$ cat src/rtl/dmd_pkg.sv
// package for the datagram message deframer
// word types, parse phase encoding, result kinds and header layout constants
package dmd_pkg;

   localparam logic [15:0] MAX_PACKET_BYTES = 16'd65535;
   localparam logic [15:0] MIN_PACKET_BYTES = 16'd3;
   localparam logic [15:0] FRAG_HEADER_BYTES = 16'd11;

   // byte positions of the big-endian fragment header fields
   localparam logic [15:0] POS_ID_HI = 16'd3;
   localparam logic [15:0] POS_ID_LO = 16'd4;
   localparam logic [15:0] POS_COUNT_HI = 16'd5;
   localparam logic [15:0] POS_COUNT_LO = 16'd6;
   localparam logic [15:0] POS_INDEX_HI = 16'd7;
   localparam logic [15:0] POS_INDEX_LO = 16'd8;
   localparam logic [15:0] POS_LENGTH_HI = 16'd9;

   localparam logic [7:0] TYPE_FRAGMENT = 8'd1;

   localparam int CSR_INDEX_WIDTH = 1;
   localparam int CSR_DATA_WIDTH = 8;

   typedef enum logic [CSR_INDEX_WIDTH-1:0] {
      CSR_MAGIC_FIRST = 1'b0,
      CSR_MAGIC_SECOND = 1'b1
   } csr_index_type;

   typedef enum logic [1:0] {
      KIND_SHORT_BYTE = 2'd0,
      KIND_EMPTY_MSG = 2'd1,
      KIND_FRAGMENT = 2'd2
   } kind_type;

   typedef enum logic [2:0] {
      PHASE_IDLE = 3'd0,
      PHASE_MAGIC2 = 3'd1,
      PHASE_TYPE = 3'd2,
      PHASE_FHDR = 3'd3,
      PHASE_FPAY = 3'd4,
      PHASE_LENLO = 3'd5,
      PHASE_LENHI = 3'd6,
      PHASE_BODY = 3'd7
   } phase_type;

   typedef struct packed {
      logic [7:0] data_byte;
      logic packet_start;
      logic [15:0] packet_length;
   } req_word_type;

   typedef struct packed {
      kind_type result_kind;
      logic [7:0] payload_byte;
      logic message_first;
      logic message_last;
      logic [14:0] body_length;
      logic [15:0] fragment_message_id;
      logic [15:0] fragment_count;
      logic [15:0] fragment_index;
      logic [31:0] fragment_offset;
   } rsp_word_type;

endpackage

$ cat src/rtl/datagram_message_deframer_top.sv
// top level of the datagram message deframer: ports, magic registers, stages
// depends on dmd_pkg, dmd_in_stage, dmd_parse and dmd_out_stage
// path: input register, combinational parse, then the result register
// throughput: one datagram byte per cycle unless rsp_stall holds the result register
// reset: synchronous, clears handshake valids, parse phase, position and magic registers
module datagram_message_deframer_top import dmd_pkg::*; (
   input  logic clock,
   input  logic reset,
   input  logic csr_write_enable,
   input  logic [CSR_INDEX_WIDTH-1:0] csr_index,
   input  logic [CSR_DATA_WIDTH-1:0] csr_write_data,
   input  logic req_valid,
   output logic req_stall,
   input  logic [7:0] req_data_byte,
   input  logic req_packet_start,
   input  logic [15:0] req_packet_length,
   output logic rsp_valid,
   input  logic rsp_stall,
   output logic [1:0] rsp_result_kind,
   output logic [7:0] rsp_payload_byte,
   output logic rsp_message_first,
   output logic rsp_message_last,
   output logic [14:0] rsp_body_length,
   output logic [15:0] rsp_fragment_message_id,
   output logic [15:0] rsp_fragment_count,
   output logic [15:0] rsp_fragment_index,
   output logic [31:0] rsp_fragment_offset
);

   logic [7:0] magic_first_ff;
   logic [7:0] magic_second_ff;
   req_word_type req_word;
   req_word_type item_word;
   logic item_valid;
   logic item_fire;
   logic out_ready;
   logic res_valid;
   rsp_word_type res_word;
   rsp_word_type rsp_word;

   always_ff @(posedge clock) begin
      if (reset) begin
         magic_first_ff <= 8'd0;
         magic_second_ff <= 8'd0;
      end else if (csr_write_enable) begin
         case (csr_index_type'(csr_index))
            CSR_MAGIC_FIRST: magic_first_ff <= csr_write_data;
            CSR_MAGIC_SECOND: magic_second_ff <= csr_write_data;
            default: ;
         endcase
      end
   end

   assign req_word.data_byte = req_data_byte;
   assign req_word.packet_start = req_packet_start;
   assign req_word.packet_length = req_packet_length;

   dmd_in_stage u_in_stage (
      .clock(clock),
      .reset(reset),
      .req_valid(req_valid),
      .req_stall(req_stall),
      .req_word(req_word),
      .out_ready(out_ready),
      .item_valid(item_valid),
      .item_word(item_word)
   );

   assign item_fire = item_valid && out_ready;

   dmd_parse u_parse (
      .clock(clock),
      .reset(reset),
      .item_fire(item_fire),
      .item_word(item_word),
      .magic_first(magic_first_ff),
      .magic_second(magic_second_ff),
      .res_valid(res_valid),
      .res_word(res_word)
   );

   dmd_out_stage u_out_stage (
      .clock(clock),
      .reset(reset),
      .res_valid(res_valid),
      .res_word(res_word),
      .out_ready(out_ready),
      .rsp_valid(rsp_valid),
      .rsp_stall(rsp_stall),
      .rsp_word(rsp_word)
   );

   assign rsp_result_kind = rsp_word.result_kind;
   assign rsp_payload_byte = rsp_word.payload_byte;
   assign rsp_message_first = rsp_word.message_first;
   assign rsp_message_last = rsp_word.message_last;
   assign rsp_body_length = rsp_word.body_length;
   assign rsp_fragment_message_id = rsp_word.fragment_message_id;
   assign rsp_fragment_count = rsp_word.fragment_count;
   assign rsp_fragment_index = rsp_word.fragment_index;
   assign rsp_fragment_offset = rsp_word.fragment_offset;

   a_empty_msg_shape: assert property (@(posedge clock) disable iff (reset)
      rsp_valid && rsp_result_kind == KIND_EMPTY_MSG |->
         rsp_message_first && rsp_message_last && rsp_payload_byte == 8'd0)
      else $error("empty message word malformed");

   a_fragment_no_length: assert property (@(posedge clock) disable iff (reset)
      rsp_valid && rsp_result_kind == KIND_FRAGMENT |-> rsp_body_length == 15'd0)
      else $error("fragment word carries a message length");

   a_short_no_fragment: assert property (@(posedge clock) disable iff (reset)
      rsp_valid && rsp_result_kind == KIND_SHORT_BYTE |->
         rsp_fragment_offset == 32'd0 && rsp_fragment_message_id == 16'd0 &&
         rsp_body_length != 15'd0)
      else $error("short message word has fragment fields or zero length");

   a_stall_only_when_full: assert property (@(posedge clock) disable iff (reset)
      req_stall |-> item_valid && rsp_valid && rsp_stall)
      else $error("input stalled without a blocked result");

endmodule

$ cat src/rtl/dmd_in_stage.sv
// input register of the deframer: holds one request word
// depends on dmd_pkg for the request word type
module dmd_in_stage import dmd_pkg::*; (
   input  logic clock,
   input  logic reset,
   input  logic req_valid,
   output logic req_stall,
   input  req_word_type req_word,
   input  logic out_ready,
   output logic item_valid,
   output req_word_type item_word
);

   logic item_valid_ff;
   logic item_valid_in;
   req_word_type item_word_ff;

   // the held word leaves whenever the result side can take a new one
   assign req_stall = item_valid_ff && !out_ready;
   assign item_valid_in = req_stall ? item_valid_ff : req_valid;

   always_ff @(posedge clock) begin
      if (reset) begin
         item_valid_ff <= 1'b0;
      end else begin
         item_valid_ff <= item_valid_in;
      end
   end

   always_ff @(posedge clock) begin
      if (req_valid && !req_stall) begin
         item_word_ff <= req_word;
      end
   end

   assign item_valid = item_valid_ff;
   assign item_word = item_word_ff;

endmodule

$ cat src/rtl/dmd_parse.sv
// datagram parser: parse state registers and the per-word next-state logic
// depends on dmd_pkg for word types, phases and header layout
module dmd_parse import dmd_pkg::*; (
   input  logic clock,
   input  logic reset,
   input  logic item_fire,
   input  req_word_type item_word,
   input  logic [7:0] magic_first,
   input  logic [7:0] magic_second,
   output logic res_valid,
   output rsp_word_type res_word
);

   phase_type phase_ff, phase_in;
   logic [15:0] byte_pos_ff, byte_pos_in;
   logic [15:0] hdr_id_ff, hdr_id_in;
   logic [15:0] hdr_count_ff, hdr_count_in;
   logic [15:0] hdr_index_ff, hdr_index_in;
   logic [15:0] hdr_length_ff, hdr_length_in;
   logic [31:0] frag_base_ff, frag_base_in;
   logic [15:0] frag_remaining_ff, frag_remaining_in;
   logic [6:0] length_low_ff, length_low_in;
   logic [14:0] current_length_ff, current_length_in;
   logic [14:0] bytes_left_ff, bytes_left_in;

   logic [7:0] b;
   logic [15:0] total;
   logic [16:0] pos_inc;
   logic [15:0] avail;
   logic [14:0] len_value;
   logic [15:0] chunk_length;
   logic [15:0] frag_rem;
   logic emit;
   rsp_word_type word;

   always_comb begin
      b = item_word.data_byte;
      total = (item_word.packet_length > MAX_PACKET_BYTES) ? MAX_PACKET_BYTES
                                                          : item_word.packet_length;
      pos_inc = {1'b0, byte_pos_ff} + 17'd1;
      avail = total - pos_inc[15:0];
      len_value = (phase_ff == PHASE_LENHI) ? {b, length_low_ff} : {8'd0, b[6:0]};
      chunk_length = {hdr_length_ff[15:8], b};
      frag_rem = total - FRAG_HEADER_BYTES;
      if (({1'b0, hdr_index_ff} + 17'd1 != {1'b0, hdr_count_ff}) &&
          (frag_rem > chunk_length)) begin
         frag_rem = chunk_length;
      end

      phase_in = phase_ff;
      byte_pos_in = byte_pos_ff;
      hdr_id_in = hdr_id_ff;
      hdr_count_in = hdr_count_ff;
      hdr_index_in = hdr_index_ff;
      hdr_length_in = hdr_length_ff;
      frag_base_in = frag_base_ff;
      frag_remaining_in = frag_remaining_ff;
      length_low_in = length_low_ff;
      current_length_in = current_length_ff;
      bytes_left_in = bytes_left_ff;
      emit = 1'b0;
      word = '0;

      if (item_word.packet_start) begin
         byte_pos_in = 16'd1;
         phase_in = (total >= MIN_PACKET_BYTES && b == magic_first) ? PHASE_MAGIC2
                                                                   : PHASE_IDLE;
      end else if (phase_ff == PHASE_IDLE || byte_pos_ff >= total) begin
         // stray byte or byte past the datagram end
         phase_in = PHASE_IDLE;
      end else begin
         byte_pos_in = pos_inc[15:0];
         case (phase_ff)
            PHASE_MAGIC2: begin
               phase_in = (b == magic_second) ? PHASE_TYPE : PHASE_IDLE;
            end
            PHASE_TYPE: begin
               if (b == TYPE_FRAGMENT) begin
                  phase_in = (total >= FRAG_HEADER_BYTES) ? PHASE_FHDR : PHASE_IDLE;
               end else begin
                  phase_in = PHASE_LENLO;
               end
            end
            PHASE_FHDR: begin
               case (byte_pos_ff)
                  POS_ID_HI: hdr_id_in = {b, 8'd0};
                  POS_ID_LO: hdr_id_in = {hdr_id_ff[15:8], b};
                  POS_COUNT_HI: hdr_count_in = {b, 8'd0};
                  POS_COUNT_LO: hdr_count_in = {hdr_count_ff[15:8], b};
                  POS_INDEX_HI: hdr_index_in = {b, 8'd0};
                  POS_INDEX_LO: hdr_index_in = {hdr_index_ff[15:8], b};
                  POS_LENGTH_HI: hdr_length_in = {b, 8'd0};
                  default: begin
                     hdr_length_in = chunk_length;
                     frag_base_in = 32'(hdr_index_ff) * 32'(chunk_length);
                     frag_remaining_in = frag_rem;
                     phase_in = (frag_rem == 16'd0) ? PHASE_IDLE : PHASE_FPAY;
                  end
               endcase
            end
            PHASE_FPAY: begin
               emit = 1'b1;
               word.result_kind = KIND_FRAGMENT;
               word.payload_byte = b;
               word.message_first = (byte_pos_ff == FRAG_HEADER_BYTES);
               word.message_last = (frag_remaining_ff == 16'd1);
               word.fragment_message_id = hdr_id_ff;
               word.fragment_count = hdr_count_ff;
               word.fragment_index = hdr_index_ff;
               word.fragment_offset = frag_base_ff +
                                      {16'd0, byte_pos_ff - FRAG_HEADER_BYTES};
               frag_remaining_in = frag_remaining_ff - 16'd1;
               if (frag_remaining_ff == 16'd1) begin
                  phase_in = PHASE_IDLE;
               end
            end
            PHASE_LENLO, PHASE_LENHI: begin
               if (phase_ff == PHASE_LENLO && pos_inc >= {1'b0, total}) begin
                  // length prefix on the last datagram byte is ignored
                  phase_in = PHASE_IDLE;
               end else if (phase_ff == PHASE_LENLO && b[7]) begin
                  length_low_in = b[6:0];
                  phase_in = PHASE_LENHI;
               end else if ({1'b0, len_value} > avail) begin
                  // truncated message drops the rest of the datagram
                  phase_in = PHASE_IDLE;
               end else if (len_value == 15'd0) begin
                  emit = 1'b1;
                  word.result_kind = KIND_EMPTY_MSG;
                  word.message_first = 1'b1;
                  word.message_last = 1'b1;
                  phase_in = PHASE_LENLO;
               end else begin
                  current_length_in = len_value;
                  bytes_left_in = len_value;
                  phase_in = PHASE_BODY;
               end
            end
            PHASE_BODY: begin
               emit = 1'b1;
               word.result_kind = KIND_SHORT_BYTE;
               word.payload_byte = b;
               word.message_first = (bytes_left_ff == current_length_ff);
               word.message_last = (bytes_left_ff == 15'd1);
               word.body_length = current_length_ff;
               bytes_left_in = bytes_left_ff - 15'd1;
               if (bytes_left_ff == 15'd1) begin
                  phase_in = PHASE_LENLO;
               end
            end
            default: begin
               phase_in = PHASE_IDLE;
            end
         endcase
      end
   end

   always_ff @(posedge clock) begin
      if (reset) begin
         phase_ff <= PHASE_IDLE;
         byte_pos_ff <= 16'd0;
      end else if (item_fire) begin
         phase_ff <= phase_in;
         byte_pos_ff <= byte_pos_in;
      end
   end

   always_ff @(posedge clock) begin
      if (item_fire) begin
         hdr_id_ff <= hdr_id_in;
         hdr_count_ff <= hdr_count_in;
         hdr_index_ff <= hdr_index_in;
         hdr_length_ff <= hdr_length_in;
         frag_base_ff <= frag_base_in;
         frag_remaining_ff <= frag_remaining_in;
         length_low_ff <= length_low_in;
         current_length_ff <= current_length_in;
         bytes_left_ff <= bytes_left_in;
      end
   end

   assign res_valid = item_fire && emit;
   assign res_word = word;

endmodule

$ cat src/rtl/dmd_out_stage.sv
// result register of the deframer: holds one response word until taken
// depends on dmd_pkg for the response word type
module dmd_out_stage import dmd_pkg::*; (
   input  logic clock,
   input  logic reset,
   input  logic res_valid,
   input  rsp_word_type res_word,
   output logic out_ready,
   output logic rsp_valid,
   input  logic rsp_stall,
   output rsp_word_type rsp_word
);

   logic rsp_valid_ff;
   rsp_word_type rsp_word_ff;

   assign out_ready = !rsp_valid_ff || !rsp_stall;

   always_ff @(posedge clock) begin
      if (reset) begin
         rsp_valid_ff <= 1'b0;
      end else if (out_ready) begin
         rsp_valid_ff <= res_valid;
      end
   end

   always_ff @(posedge clock) begin
      if (out_ready && res_valid) begin
         rsp_word_ff <= res_word;
      end
   end

   assign rsp_valid = rsp_valid_ff;
   assign rsp_word = rsp_word_ff;

endmodule

$ cat config.mk
export PLATFORM = sky130hd
export DESIGN_NAME = datagram_message_deframer_top
export DESIGN_NICKNAME = d
export VERILOG_FILES = /design/src/rtl/dmd_pkg.sv /design/src/rtl/datagram_message_deframer_top.sv /design/src/rtl/dmd_in_stage.sv /design/src/rtl/dmd_parse.sv /design/src/rtl/dmd_out_stage.sv
export SDC_FILE = /design/constraint.sdc
export NUM_CORES = 1
export LEC_CHECK = 0
export BUFFER_PORTS_ARGS = -buffer_cell sky130_fd_sc_hd__buf_2
export CAP_MARGIN = 20
export CORE_MARGIN = 5
export CORE_UTILIZATION = 30
export DETAILED_ROUTE_END_ITERATION = 8
export PLACE_DENSITY = 0.41
export SLEW_MARGIN = 25
export SYNTH_ARGS = -nofsm -noshare
export SYNTH_HDL_FRONTEND = slang
export SYNTH_SLANG_ARGS = --single-unit
export TNS_END_PERCENT = 100
$ cat constraint.sdc
create_clock -name clock -period 17.5 [get_ports clock]
set_input_delay 3.5 -clock clock [delete_from_list [all_inputs] [get_ports clock]]
set_output_delay 3.5 -clock clock [all_outputs]
set_load 0.03 [all_outputs]
# [Word-level counts from Yosys, hierarchy flattened]
# Index checks and enable logic that the tools add are counted.
[totals] input_bits=39 word_cells=187 output_inout_bits=109 register_bits=310
[op_classes] multipliers=1 n_eq_ne=31 n_addsub=8 reduce_logical=47 mux=48 bitwise_logic=15 order_cmp=7
[ops] op="case mux 16 bit (2 select lines)" n=5
[ops] op="two-way mux 16 bit" n=5
[ops] op="two-way mux 15 bit" n=5
[ops] op="equality test 16 x 3 -> 1 bit, second input constant" n=4
[ops] op="equality test 16 x 4 -> 1 bit, second input constant" n=3
[ops] op="adder 16 x 1 -> 17 bit, second input constant" n=2
[ops] op="adder 32 x 16 -> 32 bit" n=1
[ops] op="multiplier 16 x 16 -> 32 bit" n=1
[ops] op="subtractor 16 x 4 -> 16 bit, second input constant" n=2
[ops] op="two-way mux 3 bit" n=10
[ops] op="case mux 15 bit (2 select lines)" n=1
[ops] op="AND reduction 6 bit" n=5
[ops] op="AND reduction 5 bit" n=5
[ops] op="two-way mux 2 bit" n=10
[ops] op="case mux 3 bit (6 select lines)" n=1
[ops] op="greater-or-equal comparator 17 x 16 -> 1 bit" n=1
[ops] op="inequality test 17 x 16 -> 1 bit" n=1
[ops] op="equality test 16 x 1 -> 1 bit, second input constant" n=1
[ops] op="equality test 16 x 2 -> 1 bit, second input constant" n=1
[ops] op="equality test 8 bit" n=2
[ops] op="greater-or-equal comparator 16 bit" n=1
[ops] op="greater-or-equal comparator 16 x 2 -> 1 bit, second input constant" n=1
[ops] op="greater-or-equal comparator 16 x 4 -> 1 bit, second input constant" n=1
[ops] op="> comparator 15 x 16 -> 1 bit" n=1
[ops] op="other kinds (33)" n=87

# [Longest topological paths before layout]
[logic_depth] word_depth=12 mapped_depth=26

# [Cells and area by module]
# From an unflattened synthesis, not the netlist that was laid out.
[unflattened] hier_cells=2603 hier_area_um2=25813.5
[by_module_without_submodules] module="dmd_parse" area_each_um2=21057.7 cells_per_inst=2396 n_inst=1 seq_area_each_um2=4614.4
[by_module_without_submodules] module="dmd_out_stage" area_each_um2=3251.9 cells_per_inst=112 n_inst=1 seq_area_each_um2=3233.1
[by_module_without_submodules] module="dmd_in_stage" area_each_um2=800.8 cells_per_inst=29 n_inst=1 seq_area_each_um2=770.7
[by_module_without_submodules] module="datagram_message_deframer_top" area_each_um2=703.2 cells_per_inst=66 n_inst=1 seq_area_each_um2=320.3

# [Worst setup path before layout]
# OpenSTA, ideal clock, no wires.
[synth_path] kind="flip-flop to flip-flop" start="reg u_parse.byte_pos_ff[1]" end="reg u_out_stage.rsp_word_ff (netlist bit u_out_stage.rsp_word[0]) (enable)" stages_incl_launch_ff=25 t_arrival_ns=11.917 path_buffers=2 synth_period_minus_slack_ns=12.621 setup_slack_ns=4.879 cell_sequence="dfxtp_1 -> ha_1 -> clkbuf_1 -> xnor2_1 -> inv_1 -> ha_1 -> nor2b_1 -> o21ai_0 -> a21boi_0 -> o21ai_0 -> a21boi_0 -> o2111ai_1 -> a31oi_1 -> and4_1 -> nor3_1 -> ha_1 -> and4_1 -> nand4_1 -> or3_1 -> o31a_1 -> nor4b_1 -> or3b_1 -> buf_2 -> o31a_2 -> nor3_1"
[synth_between] elab_chain_len=11
[synth_rtl] element="start: declaration" line_no="dmd_parse.sv:15" text="logic [15:0] byte_pos_ff, byte_pos_in;"
[synth_rtl] element="start signal: assignment" line_no="dmd_parse.sv:164" text="byte_pos_ff <= byte_pos_in;"
[synth_rtl] element="adder 16 x 1 -> 17 bit" line_no="dmd_parse.sv:40" text="pos_inc = {1'b0, byte_pos_ff} + 17'd1;"
[synth_rtl] element="subtractor 16 bit" line_no="dmd_parse.sv:41" text="avail = total - pos_inc[15:0];"
[synth_rtl] element="> comparator 15 x 16 -> 1 bit" line_no="dmd_parse.sv:124" text="end else if ({1'b0, len_value} > avail) begin"
[synth_rtl] element="two-way mux 1 bit" line_no="dmd_parse.sv:124"
[synth_rtl] element="two-way mux 1 bit" line_no="dmd_parse.sv:121" text="end else if (phase_ff == PHASE_LENLO && b[7]) begin"
[synth_rtl] element="two-way mux 1 bit" line_no="dmd_parse.sv:118" text="if (phase_ff == PHASE_LENLO && pos_inc >= {1'b0, total}) begin"
[synth_rtl] element="case mux 1 bit (2 select lines)" line_no="dmd_parse.sv:73" text="case (phase_ff)"
[synth_rtl] element="two-way mux 1 bit (*)" line_no="dmd_parse.sv:68" text="end else if (phase_ff == PHASE_IDLE || byte_pos_ff >= total) begin"
[synth_rtl] element="two-way mux 1 bit (*)" line_no="dmd_parse.sv:64" text="if (item_word.packet_start) begin"
[synth_rtl] element="logical AND 1 bit (*)" line_no="dmd_parse.sv:182" text="assign res_valid = item_fire && emit;"
[synth_rtl] element="logical AND 1 bit (*)" line_no="dmd_out_stage.sv:28" text="if (out_ready && res_valid) begin"
[synth_rtl] element="end signal: assignment" line_no="dmd_out_stage.sv:29" text="rsp_word_ff <= res_word;"
[synth_rtl] element="end: declaration" line_no="dmd_out_stage.sv:15" text="rsp_word_type rsp_word_ff;"
# Mark *: on every way between the ends. The rest lies on a longest branch, timed or not.
# A chain may end at the register's enable or synchronous reset.

# [Worst setup path after layout]
[layout_path] start="in rsp_stall" end="out req_stall"
[layout_between] elab_chain_len=4
[layout_rtl] element="start: declaration" line_no="datagram_message_deframer_top.sv:18" text="input logic rsp_stall,"
[layout_rtl] element="zero test 1 bit" line_no="dmd_out_stage.sv:17" text="assign out_ready = !rsp_valid_ff || !rsp_stall;"
[layout_rtl] element="logical OR 1 bit" line_no="dmd_out_stage.sv:17"
[layout_rtl] element="zero test 1 bit" line_no="dmd_in_stage.sv:19" text="assign req_stall = item_valid_ff && !out_ready;"
[layout_rtl] element="logical AND 1 bit" line_no="dmd_in_stage.sv:19"
[layout_rtl] element="end: declaration" line_no="datagram_message_deframer_top.sv:13" text="output logic req_stall,"
# No other way between the ends.

==> results.txt <==
----------------------------------------------------
[Critical path]
  Cell count of the worst reg-to-reg path ... 23
  Critical Path Fanout Max ... 3
  Crit path launch type ... input port
  Endpoint of the worst register-to-register path ... u_out_stage.rsp_word[98]
  Termination of the worst setup path ... req_stall
  Timing startpoint of the critical path ... rsp_stall
  Crit. End Element ... primary output
  Crit Path Category ... input port to primary output
  Worst reg2reg setup slack ... 10.11 ns
  Startpoint of the lowest-slack register-to-register path ... u_parse.byte_pos_ff[0]
  Crit path DAT ... between 4 and 5 ns
  Critical path required time ... 14.00 ns

[STA]
  Setup repair after global routing missed its margin ... false
  Fin. Hold Viols ... 0
  Number of pins exceeding their max-slew limit in the final report ... 0
  Clock skew ... approximately 0.034 ns
  Post-layout minimum cycle time ... 7.51 ns
  Timing-limited maximum frequency ... approximately 130 MHz
  Max_slew headroom ... 30.7%
  Total setup violations reported at the end of the flow ... 0
  Final TNS setup ... 0 ns
  Final period utilization ... between 40% and 50%
  Slew at the pin closest to its max-slew limit ... around 1.0 ns

[Placement]
  DPL Wire Length ... between 50000 and 60000 um
  Placed Area ... approximately 28000 um2
  Input/output buffers ... roughly 150
  RePlAce Congestion ... 0.886

[Synth]
  Post-Synthesis Cell Area ... roughly 26000 um2
  Total nets after synthesis ... about 3000
  Area share of fa/ha/maj cells after synthesis ... about a quarter
  Xor-xnor portion of the synthesized cell area ... 5.97%
  Mean instance size in the synthesized netlist ... ~10 um2
  Portion of netlist area occupied by mux cells ... 1.29%
  Most used flip-flop cell after synthesis ... edfxtp_1
  Main combinational cell family by area after synthesis ... adder cells
  EDFF count, synth ... ~270
  Share of synthesized area occupied by flip-flops and latches ... 34.6%
  Compound-gate portion of the synthesized area ... 8.73%
  Most repeated cell in the gate-level netlist after synthesis ... inv_1
  Ys async rst share ... 0%
  Simple-gate portion of the synthesized area ... 17.6%
  Fraction of post-synthesis cell area in the top cell type by area ... a little under a third
  Number of distinct library cell variants in the gate-level netlist after synthesis ... between 80 and 90
  Top cells by area in the synthesized netlist ... edfxtp_1 (32%), fa_1 (15%), ha_1 (10%)
  Number of warnings reported in the yosys synthesis log ... 0
  Synth Register Bits ... 310
  Gate Count Post-Synth ... 2569
  Commonest cells in the netlist ... inv_1 (314), edfxtp_1 (273), and2_1 (252), ha_1 (209), fa_1 (196)
  Leading area contributor after synthesis ... edfxtp_1

[Pwr]
  Areal power density over the cells ... 65.4 nW/um2
  Combinational fraction of design power ... 14.9%
  Largest voltage drop on the vdd net ... approximately 0.06 mV
  Leakage component of the power ... around 12 nW
  Cell Int Power ... approximately 1.4 mW
  Net switching share of the total power ... between 20 and 30%
  Net switching power of the design ... roughly 0.53 mW
  Clk network pwr share ... a little over two fifths
  Part of the power in registers ... 43.0%

[Clock tree]
  Post-CTS Setup Bufs ... 0
  TritonCTS clock tree ... yes
  Latest clock arrival within the worst-skew pair ... approximately 0.59 ns
  Depth of the CTS H-tree ... 2
  Post-cts resize count ... 0
  Count of hold-fix buffers inserted at cts ... 0
  Max Root-Sink Buffers ... 3
  Clock slew seen by the registers of the worst setup and hold paths ... 0.06 ns
  Root Buffer Master ... clkbuf_16
  Sinks on the clock net ... 310
  CTS buffer count ... just over 40

[Global route]
  First-pass GRT wire length ... between 100000 and 150000 um
  Antenna violations before repair ... 3
  Number of global-route vias before repair ... 19441
  GR Overflow Total ... 0
  Total routing resource utilization after global routing ... 17.4%
  Maximum number of pins on one net before global-route repair ... between 60 and 70

[Run]
  Number of max-capacitance violations reported ... 0

[Detailed routing]
  First drt pass iteration count ... 5
  Residual antenna-violating net count after detailed routing ... 0
  Routed WL ... between 80000 and 90000 um
  Routed via count divided by cell count ... between 4 and 5
  Detailed Route Iter0 Violations ... 1132
  DR WL/cell ... roughly 21 um
  DRC violations left ... 0
  Number of vias after detailed routing ... roughly 19000

[Floorplan]
  Boundary pin count ... between 100 and 150
  Die width ... about 300 um
  Core area ... 85300 um2
  Placement row count ... 107
  Effective utilization at floorplan ... a little under a third
  Die area ... approximately 92000 um2
  Overall die height ... slightly above 300 um

[Outcome]
  Result of the run ... finished, final reports clean

[Min path]
  Class of the tightest hold or removal check ... flip-flop to flip-flop

[Final layout]
  Relative area change from synthesis to final layout ... 12.7%
  Layout net count ... 3120
  Number of antenna diodes ... 0
  Non-Filler Cell Area, Final ... 29100 um2
  Proportion of layout cells with a drive suffix above 1 ... a little over a tenth

----------------------------------------------------
[kinds of logic after synthesis]
logic type | after synthesis
DFF | 310
and+or+nand+nor | 859
buffers and inverters | 436
AOI/OAI and AO/OA | 350
adders and majority gates | 405
xor gates and xnor gates | 176
muxes | 33
[state kept, by name, summed over array words and instances (netlist names)]
register	count
magic_second_ff	8
u_parse.frag_base_ff	32
u_parse.bytes_left_ff	15
u_in_stage.item_valid	1
u_parse.byte_pos_ff	16
u_parse.length_low_ff	7
u_parse.hdr_length_ff	8
u_in_stage.item_word	25
u_out_stage.rsp_valid	1
magic_first_ff	8
u_parse.phase_ff	3
u_parse.frag_remaining_ff	16
u_out_stage.rsp_word	107
u_parse.current_length_ff	15
u_parse.hdr_id_ff	16
u_parse.hdr_count_ff	16
u_parse.hdr_index_ff	16
[critical path, stage by stage]
cell,delay (ns)
buf_2,0.08
and3_1,0.21
buf_2,0.22
[metrics by stage]
stage	setup WS [ns]	instances	power, mW	hold slack (ns)	util, %
global route	9.48	3851	2.00	0.494	34.1
global placement	9.99	3776	1.12	0.458	32.6
detailed placement	9.98	3776	1.12	0.464	32.6
floorplan	4.88	2569	1.03	0.424	-
CTS	9.98	3850	1.94	0.471	34.1
finish	9.99	3851	1.90	0.470	34.1
[cell type report]
class / count / area [um2]
clock buffers: 56 / 1130
repair buffers: 184 / 1020
flip-flops and latches: 310 / 8940
well taps: 1144 / 1430
inverters: 316 / 1190
clock inverters: 18 / 136
fillers: 8832 / 56200
multi-input cells: 1823 / 15300
[cell usage in the layout, fill, tap and decap left out, drive strengths merged, types with 13 or more instances in the layout]
master / n
nand2: 173
o21ai: 53
a21o: 36
buf: 184
inv: 315
nand3: 43
nand4: 35
nor4: 28
and2: 253
edfxtp: 273
nor2: 180
a22oi: 13
xor2: 67
a31oi: 13
or3: 13
a21oi: 130
xnor2: 109
and3: 28
nor2b: 14
clkinv: 17
fa: 196
clkbuf: 56
nor3: 38
mux2i: 30
ha: 209
dfxtp: 37
[how the worst min path moves through the flow]
stage	from	slack (ns)	cells past startpoint	to
final	magic_second_ff[6]	0.47	2	magic_second_ff[6]
after global routing	magic_second_ff[6]	0.49	2	magic_second_ff[6]
after CTS	magic_second_ff[1]	0.47	2	magic_second_ff[1]
after detailed placement	magic_second_ff[6]	0.46	2	magic_second_ff[6]
after global placement	magic_second_ff[2]	0.46	2	magic_second_ff[2]
after floorplan	u_in_stage.item_word[18]	0.42	0	u_parse.length_low_ff[1]
[power by group through the flow]
stage | logic (mW) | clock network, mW | registers [mW]
finish | 0.284 | 0.800 | 0.818
global route | 0.317 | 0.860 | 0.819
CTS | 0.290 | 0.830 | 0.818
global placement | 0.287 | 0 | 0.834
detailed placement | 0.288 | 0 | 0.834
floorplan | 0.194 | 0 | 0.831
[metal layers]
layer  global-route usage [%]  wire (um)  vias to the layer above
li1                         -          -                     8881
met3                     2.20       3270                      101
met1                     23.3      35900                     9602
met2                     29.7      39400                      424
met5                        0          0                        -
met4                     4.94       2350                        0
Power figures use the tool's default switching activity.
